### config.mk
export PLATFORM = sky130hd
export DESIGN_NAME = priority_wait_queue_semaphore_flat
export DESIGN_NICKNAME = d
export VERILOG_FILES = /design/src/rtl/pwqs_pkg.sv /design/src/rtl/pwqs_if.sv /design/src/rtl/pwqs_cell.sv /design/src/rtl/priority_wait_queue_semaphore.sv /design/src/flat_wrapper.sv
export SDC_FILE = /design/constraint.sdc
export NUM_CORES = 1
export LEC_CHECK = 0
export BUFFER_PORTS_ARGS = -buffer_cell sky130_fd_sc_hd__buf_2
export CORE_MARGIN = 4
export CORE_UTILIZATION = 40
export CTS_CLUSTER_SIZE = 14
export DETAILED_ROUTE_END_ITERATION = 12
export HOLD_SLACK_MARGIN = 0.08
export PLACE_DENSITY_LB_ADDON = 0.1
export SLEW_MARGIN = 20
export SYNTH_ARGS = -nofsm -noshare
export SYNTH_HDL_FRONTEND = slang
export SYNTH_HIERARCHICAL = 1
export SYNTH_SLANG_ARGS = --single-unit
### constraint.sdc
create_clock -name i_clk -period 8.1 [get_ports i_clk]
set_input_delay 0.81 -clock i_clk [delete_from_list [all_inputs] [get_ports i_clk]]
set_output_delay 0.81 -clock i_clk [all_outputs]
set_load 0.005 [all_outputs]
### src/rtl/pwqs_pkg.sv
`timescale 1ns / 1ps
// pwqs_pkg: shared types, codes and widths for the priority wait queue semaphore
// no dependencies; used by the interfaces, the queue cell and the top level

package pwqs_pkg;

    // fixed field widths
    localparam int KIND_W  = 2;
    localparam int TID_W   = 3;
    localparam int CPRIO_W = 8;
    localparam int COUNT_W = 16;

    // defaults for the top level parameters
    localparam int DEF_MAX_WAITERS   = 8;
    localparam int DEF_PRIORITY_BITS = 8;

    // request kinds
    localparam logic [KIND_W-1:0] KIND_CWAIT   = 2'd0;
    localparam logic [KIND_W-1:0] KIND_CSIGNAL = 2'd1;
    localparam logic [KIND_W-1:0] KIND_BWAIT   = 2'd2;
    localparam logic [KIND_W-1:0] KIND_BSIGNAL = 2'd3;

    // status codes
    localparam logic STATUS_OK   = 1'b0;
    localparam logic STATUS_FULL = 1'b1;

    // saturation limits of the count
    localparam logic signed [COUNT_W-1:0] COUNT_MAX = 16'sh7FFF;
    localparam logic signed [COUNT_W-1:0] COUNT_MIN = 16'sh8000;

    // operation broadcast to every queue cell
    typedef struct packed {
        logic ins;
        logic pop;
    } t_cell_ctl;

endpackage

### src/rtl/pwqs_if.sv
`timescale 1ns / 1ps
// pwqs_if: valid/ready channels for request, response and count configuration
// depends on pwqs_pkg for field widths

interface pwqs_req_if import pwqs_pkg::*; ();
    logic                valid;
    logic                ready;
    logic [KIND_W-1:0]   kind;
    logic [TID_W-1:0]    thread_id;
    logic [CPRIO_W-1:0]  caller_priority;

    modport source (output valid, kind, thread_id, caller_priority, input ready);
    modport sink   (input valid, kind, thread_id, caller_priority, output ready);
endinterface

interface pwqs_rsp_if import pwqs_pkg::*; ();
    logic                       valid;
    logic                       ready;
    logic                       caller_blocked;
    logic                       woke_valid;
    logic [TID_W-1:0]           woke_thread;
    logic                       preempt;
    logic signed [COUNT_W-1:0]  count_after;
    logic                       status;

    modport source (output valid, caller_blocked, woke_valid, woke_thread, preempt,
                    count_after, status, input ready);
    modport sink   (input valid, caller_blocked, woke_valid, woke_thread, preempt,
                    count_after, status, output ready);
endinterface

interface pwqs_cfg_if import pwqs_pkg::*; ();
    logic                       valid;
    logic                       ready;
    logic signed [COUNT_W-1:0]  data;

    modport source (output valid, data, input ready);
    modport sink   (input valid, data, output ready);
endinterface

### src/rtl/pwqs_cell.sv
`timescale 1ns / 1ps
// pwqs_cell: one slot of the sorted wait queue, shifts toward its neighbors
// depends on pwqs_pkg for the control struct and the thread id width

module pwqs_cell import pwqs_pkg::*; #(
    parameter int PW = DEF_PRIORITY_BITS
) (
    input  logic              i_clk,
    input  logic              i_rst_n,
    input  t_cell_ctl         i_ctl,
    input  logic [TID_W-1:0]  i_new_id,
    input  logic [PW-1:0]     i_new_prio,
    input  logic              i_left_keep,
    input  logic              i_left_valid,
    input  logic [TID_W-1:0]  i_left_id,
    input  logic [PW-1:0]     i_left_prio,
    input  logic              i_right_valid,
    input  logic [TID_W-1:0]  i_right_id,
    input  logic [PW-1:0]     i_right_prio,
    output logic              o_valid,
    output logic [TID_W-1:0]  o_id,
    output logic [PW-1:0]     o_prio,
    output logic              o_keep
);

    logic              r_valid;
    logic [TID_W-1:0]  r_id;
    logic [PW-1:0]     r_prio;
    logic              n_valid;
    logic [TID_W-1:0]  n_id;
    logic [PW-1:0]     n_prio;

    // entry stays in place on insert when it ranks at or above the newcomer
    assign o_keep = r_valid && (r_prio <= i_new_prio);

    // next slot contents: hold, take the new word, shift right or shift left
    always_comb begin
        n_valid = r_valid;
        n_id    = r_id;
        n_prio  = r_prio;
        if (i_ctl.ins && !o_keep) begin
            if (i_left_keep) begin
                n_valid = 1'b1;
                n_id    = i_new_id;
                n_prio  = i_new_prio;
            end else begin
                n_valid = i_left_valid;
                n_id    = i_left_id;
                n_prio  = i_left_prio;
            end
        end else if (i_ctl.pop) begin
            n_valid = i_right_valid;
            n_id    = i_right_id;
            n_prio  = i_right_prio;
        end
    end

    // occupancy flag
    always_ff @(posedge i_clk) begin
        if (!i_rst_n) begin
            r_valid <= 1'b0;
        end else begin
            r_valid <= n_valid;
        end
    end

    // slot payload
    always_ff @(posedge i_clk) begin
        r_id   <= n_id;
        r_prio <= n_prio;
    end

    assign o_valid = r_valid;
    assign o_id    = r_id;
    assign o_prio  = r_prio;

endmodule

### src/rtl/priority_wait_queue_semaphore.sv
`timescale 1ns / 1ps
// priority_wait_queue_semaphore: counting/binary semaphore with sorted wait queue
// depends on pwqs_pkg, the pwqs channel interfaces and pwqs_cell
//
// Usage:
//   i_req carries one request word (kind, thread_id, caller_priority); o_rsp
//   returns exactly one response word per request; i_cfg loads the count.
//   A request is captured into the single decode/update stage; when it leaves
//   that stage its response word is registered in the response register,
//   which drives o_rsp.valid. The stage reads the head cell and drives the
//   row of queue cells, which insert in priority order or shift out the
//   head. i_req.ready is low while a request is in that stage, so a new
//   request is not taken until the last one has left the stage.
//   The response register frees the request side: a new request is taken
//   while a response waits; if o_rsp.ready stays low the finished request
//   holds in the update stage and i_req.ready stays low until it moves on.
//   Reset (synchronous, active low) empties the queue and sets the count to
//   zero. A write on i_cfg is always taken and loads the count at once; write
//   it only while the block is idle.

module priority_wait_queue_semaphore import pwqs_pkg::*; #(
    parameter int MAX_WAITERS   = DEF_MAX_WAITERS,
    parameter int PRIORITY_BITS = DEF_PRIORITY_BITS
) (
    input  logic   i_clk,
    input  logic   i_rst_n,
    pwqs_req_if.sink   i_req,
    pwqs_rsp_if.source o_rsp,
    pwqs_cfg_if.sink   i_cfg
);

    localparam int N  = MAX_WAITERS;
    localparam int PW = PRIORITY_BITS;

    // request stage
    logic                       r_busy;
    logic [KIND_W-1:0]          r_kind;
    logic [TID_W-1:0]           r_tid;
    logic [PW-1:0]              r_prio;
    logic signed [COUNT_W-1:0]  r_count;
    logic signed [COUNT_W-1:0]  n_count;

    // response register
    logic                       r_out_valid;
    logic                       r_blocked;
    logic                       r_woke;
    logic [TID_W-1:0]           r_woke_id;
    logic                       r_preempt;
    logic signed [COUNT_W-1:0]  r_count_after;
    logic                       r_status;

    // decode results
    logic                       n_blocked;
    logic                       n_woke;
    logic [TID_W-1:0]           n_woke_id;
    logic                       n_preempt;
    logic                       n_status;
    t_cell_ctl                  w_op;
    t_cell_ctl                  w_ctl;
    logic                       w_fire;
    logic signed [COUNT_W-1:0]  w_dec;
    logic signed [COUNT_W-1:0]  w_inc;
    logic                       w_full;

    // queue cell row
    logic              w_valid [N];
    logic [TID_W-1:0]  w_id    [N];
    logic [PW-1:0]     w_cprio [N];
    logic              w_keep  [N];

    assign w_fire    = r_busy && (!r_out_valid || o_rsp.ready);
    assign w_full    = w_valid[N-1];
    assign i_req.ready = !r_busy;
    assign i_cfg.ready = 1'b1;

    // request capture
    always_ff @(posedge i_clk) begin
        if (!i_rst_n) begin
            r_busy <= 1'b0;
        end else if (i_req.valid && !r_busy) begin
            r_busy <= 1'b1;
        end else if (w_fire) begin
            r_busy <= 1'b0;
        end
    end

    always_ff @(posedge i_clk) begin
        if (i_req.valid && !r_busy) begin
            r_kind <= i_req.kind;
            r_tid  <= i_req.thread_id;
            r_prio <= PW'(i_req.caller_priority);
        end
    end

    // saturating neighbors of the count
    assign w_dec = (r_count == COUNT_MIN) ? r_count : r_count - 16'sd1;
    assign w_inc = (r_count == COUNT_MAX) ? r_count : r_count + 16'sd1;

    // request decode against the count and the head cell
    always_comb begin
        n_count   = r_count;
        n_blocked = 1'b0;
        n_woke    = 1'b0;
        n_status  = STATUS_OK;
        w_op      = '0;
        case (r_kind)
            KIND_CWAIT: begin
                if (w_dec[COUNT_W-1]) begin
                    if (w_full) begin
                        n_status = STATUS_FULL;
                    end else begin
                        n_blocked = 1'b1;
                        w_op.ins  = 1'b1;
                        n_count   = w_dec;
                    end
                end else begin
                    n_count = w_dec;
                end
            end
            KIND_CSIGNAL: begin
                n_count = w_inc;
                if ((w_inc[COUNT_W-1] || (w_inc == '0)) && w_valid[0]) begin
                    n_woke   = 1'b1;
                    w_op.pop = 1'b1;
                end
            end
            KIND_BWAIT: begin
                if (r_count == '0) begin
                    if (w_full) begin
                        n_status = STATUS_FULL;
                    end else begin
                        n_blocked = 1'b1;
                        w_op.ins  = 1'b1;
                    end
                end
                n_count = '0;
            end
            KIND_BSIGNAL: begin
                if (w_valid[0]) begin
                    n_woke   = 1'b1;
                    w_op.pop = 1'b1;
                    n_count  = '0;
                end else begin
                    n_count = 16'sd1;
                end
            end
            default: begin
                n_count = r_count;
            end
        endcase
        n_woke_id = n_woke ? w_id[0] : '0;
        n_preempt = n_woke && (r_prio > w_cprio[0]);
    end

    assign w_ctl = w_fire ? w_op : '0;

    // count register, loaded by configuration writes (which win) and by request updates
    always_ff @(posedge i_clk) begin
        if (!i_rst_n) begin
            r_count <= '0;
        end else if (i_cfg.valid) begin
            r_count <= i_cfg.data;
        end else if (w_fire) begin
            r_count <= n_count;
        end
    end

    // response register
    always_ff @(posedge i_clk) begin
        if (!i_rst_n) begin
            r_out_valid <= 1'b0;
        end else if (w_fire) begin
            r_out_valid <= 1'b1;
        end else if (o_rsp.ready) begin
            r_out_valid <= 1'b0;
        end
    end

    always_ff @(posedge i_clk) begin
        if (w_fire) begin
            r_blocked     <= n_blocked;
            r_woke        <= n_woke;
            r_woke_id     <= n_woke_id;
            r_preempt     <= n_preempt;
            r_count_after <= n_count;
            r_status      <= n_status;
        end
    end

    assign o_rsp.valid          = r_out_valid;
    assign o_rsp.caller_blocked = r_blocked;
    assign o_rsp.woke_valid     = r_woke;
    assign o_rsp.woke_thread    = r_woke_id;
    assign o_rsp.preempt        = r_preempt;
    assign o_rsp.count_after    = r_count_after;
    assign o_rsp.status         = r_status;

    // row of queue cells, head at index zero
    for (genvar g = 0; g < N; g++) begin : g_cell
        logic              w_lkeep;
        logic              w_lvalid;
        logic [TID_W-1:0]  w_lid;
        logic [PW-1:0]     w_lprio;
        logic              w_rvalid;
        logic [TID_W-1:0]  w_rid;
        logic [PW-1:0]     w_rprio;

        if (g == 0) begin : g_head
            assign w_lkeep  = 1'b1;
            assign w_lvalid = 1'b0;
            assign w_lid    = '0;
            assign w_lprio  = '0;
        end else begin : g_mid
            assign w_lkeep  = w_keep[g-1];
            assign w_lvalid = w_valid[g-1];
            assign w_lid    = w_id[g-1];
            assign w_lprio  = w_cprio[g-1];
        end

        if (g == N - 1) begin : g_tail
            assign w_rvalid = 1'b0;
            assign w_rid    = '0;
            assign w_rprio  = '0;
        end else begin : g_body
            assign w_rvalid = w_valid[g+1];
            assign w_rid    = w_id[g+1];
            assign w_rprio  = w_cprio[g+1];
        end

        pwqs_cell #(
            .PW (PW)
        ) u_cell (
            .i_clk         (i_clk),
            .i_rst_n       (i_rst_n),
            .i_ctl         (w_ctl),
            .i_new_id      (r_tid),
            .i_new_prio    (r_prio),
            .i_left_keep   (w_lkeep),
            .i_left_valid  (w_lvalid),
            .i_left_id     (w_lid),
            .i_left_prio   (w_lprio),
            .i_right_valid (w_rvalid),
            .i_right_id    (w_rid),
            .i_right_prio  (w_rprio),
            .o_valid       (w_valid[g]),
            .o_id          (w_id[g]),
            .o_prio        (w_cprio[g]),
            .o_keep        (w_keep[g])
        );
    end

    // a refused request only happens with every cell occupied
    a_full_refusal: assert property (@(posedge i_clk) disable iff (!i_rst_n)
        (w_fire && n_status == STATUS_FULL) |-> w_full)
        else $error("queue full flagged with a free cell");

    // a blocked caller leaves a nonempty queue behind
    a_insert_fills: assert property (@(posedge i_clk) disable iff (!i_rst_n)
        w_ctl.ins |=> w_valid[0])
        else $error("insert left the head cell empty");

    // popping always frees the tail cell
    a_pop_frees_tail: assert property (@(posedge i_clk) disable iff (!i_rst_n)
        w_ctl.pop |=> !w_valid[N-1])
        else $error("pop left the tail cell occupied");

    // a response never both blocks the caller and wakes a waiter
    a_block_or_wake: assert property (@(posedge i_clk) disable iff (!i_rst_n)
        r_out_valid |-> !(r_blocked && r_woke))
        else $error("response both blocked and woke");

endmodule
### src/flat_wrapper.sv
// flat-port wrapper written by rule: the top's interface ports become plain ports
module priority_wait_queue_semaphore_flat import pwqs_pkg::*;
#(
    parameter int MAX_WAITERS   = DEF_MAX_WAITERS,
    parameter int PRIORITY_BITS = DEF_PRIORITY_BITS
)
  (i_clk, i_rst_n, i_req_valid, i_req_kind, i_req_thread_id, i_req_caller_priority, i_req_ready, o_rsp_valid, o_rsp_caller_blocked, o_rsp_woke_valid, o_rsp_woke_thread, o_rsp_preempt, o_rsp_count_after, o_rsp_status, o_rsp_ready, i_cfg_valid, i_cfg_data, i_cfg_ready);
  pwqs_req_if i_req_i ();
  pwqs_rsp_if o_rsp_i ();
  pwqs_cfg_if i_cfg_i ();
  input  logic i_clk;
  input  logic i_rst_n;
  input wire logic [$bits(i_req_i.valid)-1:0] i_req_valid;
  input wire logic [$bits(i_req_i.kind)-1:0] i_req_kind;
  input wire logic [$bits(i_req_i.thread_id)-1:0] i_req_thread_id;
  input wire logic [$bits(i_req_i.caller_priority)-1:0] i_req_caller_priority;
  output wire logic [$bits(i_req_i.ready)-1:0] i_req_ready;
  output wire logic [$bits(o_rsp_i.valid)-1:0] o_rsp_valid;
  output wire logic [$bits(o_rsp_i.caller_blocked)-1:0] o_rsp_caller_blocked;
  output wire logic [$bits(o_rsp_i.woke_valid)-1:0] o_rsp_woke_valid;
  output wire logic [$bits(o_rsp_i.woke_thread)-1:0] o_rsp_woke_thread;
  output wire logic [$bits(o_rsp_i.preempt)-1:0] o_rsp_preempt;
  output wire logic [$bits(o_rsp_i.count_after)-1:0] o_rsp_count_after;
  output wire logic [$bits(o_rsp_i.status)-1:0] o_rsp_status;
  input wire logic [$bits(o_rsp_i.ready)-1:0] o_rsp_ready;
  input wire logic [$bits(i_cfg_i.valid)-1:0] i_cfg_valid;
  input wire logic [$bits(i_cfg_i.data)-1:0] i_cfg_data;
  output wire logic [$bits(i_cfg_i.ready)-1:0] i_cfg_ready;
  assign i_req_i.valid = i_req_valid;
  assign i_req_i.kind = i_req_kind;
  assign i_req_i.thread_id = i_req_thread_id;
  assign i_req_i.caller_priority = i_req_caller_priority;
  assign i_req_ready = i_req_i.ready;
  assign o_rsp_valid = o_rsp_i.valid;
  assign o_rsp_caller_blocked = o_rsp_i.caller_blocked;
  assign o_rsp_woke_valid = o_rsp_i.woke_valid;
  assign o_rsp_woke_thread = o_rsp_i.woke_thread;
  assign o_rsp_preempt = o_rsp_i.preempt;
  assign o_rsp_count_after = o_rsp_i.count_after;
  assign o_rsp_status = o_rsp_i.status;
  assign o_rsp_i.ready = o_rsp_ready;
  assign i_cfg_i.valid = i_cfg_valid;
  assign i_cfg_i.data = i_cfg_data;
  assign i_cfg_ready = i_cfg_i.ready;
  priority_wait_queue_semaphore #(.MAX_WAITERS(MAX_WAITERS), .PRIORITY_BITS(PRIORITY_BITS)) u_core (.i_clk(i_clk), .i_rst_n(i_rst_n), .i_req(i_req_i), .o_rsp(o_rsp_i), .i_cfg(i_cfg_i));
endmodule
[Word-level counts from Yosys, hierarchy flattened]
Cells that the tools add are included.
Word-level totals
  register bits: 150
  word-level logic and storage cells: 191
  output and inout bits: 26
Cells by class
  reduce and logical (&&, ||, !) cells: 46
  eq/ne operators: 5
  add/subtract/negate cells: 2
  $lt $le $gt $ge: 9
  muxes and demuxes: 93
Operators with widths (count)
  $mux 8: 23
  $mux 16: 6
  $mux 3: 23
  $le 8x8->1: 8
  $pmux 16 s4: 1
  $mux 1: 36
  $eq 16x16->1 const B: 2
  $logic_not 16->1: 2
  $reduce_bool 2->1: 11
  $logic_and 1x1->1: 20
  $add 16x2->16 const B: 1
  $sub 16x2->16 const B: 1
  $logic_not 1->1: 10
  $gt 8x8->1: 1
  $pmux 1 s2: 3
  $eq 2x2->1 const B: 2
  $eq 2x1->1 const B: 1
  $logic_not 2->1: 1
  $logic_or 1x1->1: 2
  $mux 2: 1

[Depth between registers and ports, before layout]
  depth after elaboration: 10
  gate-level depth with buffers: 13

[By module]
Netlist, hierarchy kept.
By module, submodules not included
  pwqs_cell: times used 8, area each 940.9 sq um, sequential area each 350.3 sq um, cells each 76
  priority_wait_queue_semaphore: times used 1, area each 3692.3 sq um, sequential area each 1441.4 sq um, cells each 420

[Least setup slack after synthesis]
Ideal clock, no wire load.
  path type: flip-flop to flip-flop
  start point: register u_core.r_count[10]
  end point: register u_core.g_cell[0].u_cell.r_id[0], enable pin
  path buffers: 2
  arrival: 3.618 ns
  clock period less this slack: 3.936 ns
  required time: 7.782 ns
  stages on the path, launching flop included: 11
  path slack: 4.164 ns
  path through: dfxtp_1 -> buf_6 -> or4_4 -> nor4_4 -> o21ai_0 -> nand2_1 -> o2111ai_1 -> nor3_1 -> o311a_4 -> buf_6 -> or2_2
RTL lines
  start: declaration: RTL line priority_wait_queue_semaphore.sv:40  | logic signed [COUNT_W-1:0] r_count;
  start signal: assignment: RTL line priority_wait_queue_semaphore.sv:162  | r_count <= i_cfg.data;
  start signal: assignment: RTL line priority_wait_queue_semaphore.sv:164  | r_count <= n_count;
  end signal: assignment: RTL line pwqs_cell.sv:69  | r_id <= n_id;
  end: declaration: RTL line pwqs_cell.sv:27  | logic [TID_W-1:0] r_id;

==> flow_metrics.py <==
metrics = {
    "outcome": {
        "outcome": "completed",
    },
    "die": {
        "start_util": 0.4046,
        "fp-row-count": 61,
        "die_w_um": 175.4,
        "fp.coreArea_um2": 27710,
        "io_pins": 60,
        "dieHeight_um": 175.4,
        "dieArea_um2": 30760,
    },
    "yosys": {
        "synth_area_um2": 11210,
        "synth.avg_cell_area_um2": 10.92,
        "yosysWarnings": 6,
        "netlist_instances": 1026,
    },
    "global_route": {
        "grt-ovfl-total": 0,
        "antenna_found_initial": 0,
        "grt_pass1_vias": 8011,
        "grt_max_degree": 33,
        "grt_pass1_wl_mm": 47.73,
        "grt_usage": 0.2002,
    },
    "worst_setup_path": {
        "r2r_end": "u_core/g_cell[6].u_cell/o_valid",
        "rr_worst_depth": 10,
        "regToRegStartpoint": "u_core/r_count[8]",
        "reg2reg_slack_ns": 3.60,
        "critical_path.max_fanout": 16,
        "cp_cell_sequence": "nand4_1, or4_4, a2111oi_0, nor3_1, o2bb2ai_1, and2_1, mux2i_1, o2111ai_1, o211ai_1, a21oi_1",
        "arrival_ns": 4.79,
        "slowest_delay_ns": 0.87,
        "start_kind": "flip-flop",
        "crit_type": "reg2reg",
        "critPathCaptureType": "flip-flop",
        "crit_slowest_cell": "and2_1",
        "cp.required_ns": 8.39,
    },
    "cts": {
        "cts.htree.levels": 4,
        "post_cts_buffers": 0,
        "cts.path.max_buffers": 2,
        "numCtsBuffers": 17,
        "ctsResizeCount": 0,
        "cts_root_buf": "clkbuf_16",
        "clk_latency_ns": 0.43,
        "ctsHoldBuffers": 0,
        "cts_sinks": 150,
        "cts.reportedPaths.clkPinSlew_ns": 0.07,
        "cts_tree": "built",
    },
    "power": {
        "p_int_mw": 1.426,
        "combPwrFrac": 0.146,
        "switching_power_mw": 0.5718,
        "p_sw_frac": 0.2863,
        "power.leakage_nw": 4.803,
        "vdd_drop_max_mv": 0.08464,
        "p_clk_frac": 0.393,
        "seqPwrFrac": 0.461,
        "p_per_area_nw_per_um2": 160.7,
    },
    "place": {
        "post-place-ws_ns": 3.696,
        "port_buffers": 58,
        "gp_congestion": 0.8969,
        "dpl.hpwl_mm": 22.93,
    },
    "sta": {
        "fin_crit_ns": 4.499,
        "worst_pin_slew_ns": 1.013,
        "timing.slew.headroom": 0.3243,
        "setup_viol": 0,
        "period_share": 0.5554,
        "fin_setup_tns_ns": 0,
        "hold_viol": 0,
        "fmax_ghz": 0.2223,
        "setup_slack_ns": 3.601,
        "grt_setup_unrepaired": "no",
        "slew_violations": 0,
        "clock_skew_ns": 0.01933,
    },
    "worst_hold_path": {
        "hp-start": "u_core/o_rsp.valid",
        "hold_depth": 2,
        "hp-class": "reg2reg",
        "min_to": "u_core/o_rsp.valid",
    },
    "cells_and_area": {
        "fillCellCount": 2682,
        "drive_above_1_share": 0.2992,
        "n_antenna_cell": 0,
        "fin_nets": 1199,
        "area_delta_synth_final_pct": 10.91,
    },
    "detailed_routing": {
        "antenna_left": 0,
        "drt_iter0_markers": 484,
        "dr.pass1.iters": 4,
        "remaining_drc_errors": 0,
        "wl_mm": 30.90,
        "vias_per_cell": 5.456,
        "via_count": 8080,
        "wl_per_cell_um": 20.87,
    },
    "job": {
        "cap_violations": 0,
    },
}
## layout by cell type (no fill, tap or decap), types with 16 or more instances in the layout
| master | count |
|---|---|
| nand2_1 | 47 |
| nor3_1 | 16 |
| clkbuf_16 | 17 |
| a21oi_1 | 54 |
| o21ai_0 | 35 |
| mux2_4 | 64 |
| mux2_2 | 112 |
| ha_1 | 75 |
| nor2_1 | 65 |
| edfxtp_1 | 124 |
| dfxtp_1 | 26 |
| buf_2 | 58 |
| inv_1 | 94 |
| nand4_1 | 26 |
| conb_1 | 28 |
## through the flow
stage | power (mW) | cells | hold WS [ns] | cell area (um2) | util
detailed placement | 1.227 | 1449 | 0.4941 | 11860 | 0.4282
floorplan | 1.134 | 1052 | 0.4884 | 11310 | -
finish | 1.997 | 1481 | 0.4948 | 12430 | 0.4487
global route | 2.088 | 1481 | 0.5186 | 12430 | 0.4487
global placement | 1.225 | 1449 | 0.4906 | 11860 | 0.4282
CTS | 2.020 | 1481 | 0.5013 | 12430 | 0.4487
## cell type report
cell class / count / area (um2) / share of cell area
Clock buffer: 18 / 429.2 / 0.03452
Inverter: 95 / 356.6 / 0.02869
Sequential cell: 150 / 4244 / 0.3414
Multi-Input combinational cell: 760 / 6440 / 0.5181
Timing Repair Buffer: 66 / 350.3 / 0.02818
Clock inverter: 14 / 137.6 / 0.01107
Tap cell: 378 / 473.0 / 0.03805
## flip-flops by register name, indices dropped and copies added (netlist names), 2 cells and up
register                      flops
u_core/r_prio                     8
u_core/o_rsp.woke_thread          3
u_core/g_cell.u_cell/o_id        24
u_core/r_count                   16
u_core/g_cell.u_cell/o_valid      8
u_core/g_cell.u_cell/o_prio      64
u_core/r_tid                      3
u_core/o_rsp.count_after         16
u_core/r_kind                     2
## power groups by stage
stage / Clock (mW) / Sequential, mW / Combinational, mW
floorplan: 0 / 0.904 / 0.229
global placement: 0 / 0.937 / 0.288
detailed placement: 0 / 0.938 / 0.289
CTS: 0.808 / 0.921 / 0.291
global route: 0.838 / 0.926 / 0.324
finish: 0.786 / 0.921 / 0.291
## worst max path at each step
stage,from,end,slack (ns),cells after the start
global route,u_core/r_count[8],u_core/g_cell[6].u_cell/o_valid,3.17,10
detailed placement,u_core/r_count[8],u_core/g_cell[5].u_cell/o_valid,3.70,10
floorplan,u_core/r_count[10],u_core/g_cell[0].u_cell/o_id[0],4.16,10
finish,u_core/r_count[8],u_core/g_cell[6].u_cell/o_valid,3.60,10
global placement,u_core/r_count[8],u_core/g_cell[7].u_cell/o_valid,3.76,10
CTS,u_core/r_count[8],u_core/g_cell[5].u_cell/o_valid,3.64,10
## per-layer routing
metal	vias to the layer above	global-route usage	part of all wire
met5	-	0	0
met1	3942	0.2782	0.47
met4	0	0.04910	0.012
met3	21	0.02174	0.034
li1	3957	-	-
met2	160	0.3365	0.49
## worst max-delay path: cells and delay by family (launching register included)
kind | cells | cell delay (ns)
simple gates | 4 | 2.07
flops | 1 | 0.61
compound gates | 5 | 1.36
mux | 1 | 0.32
(Power assumes the default switching activity.)
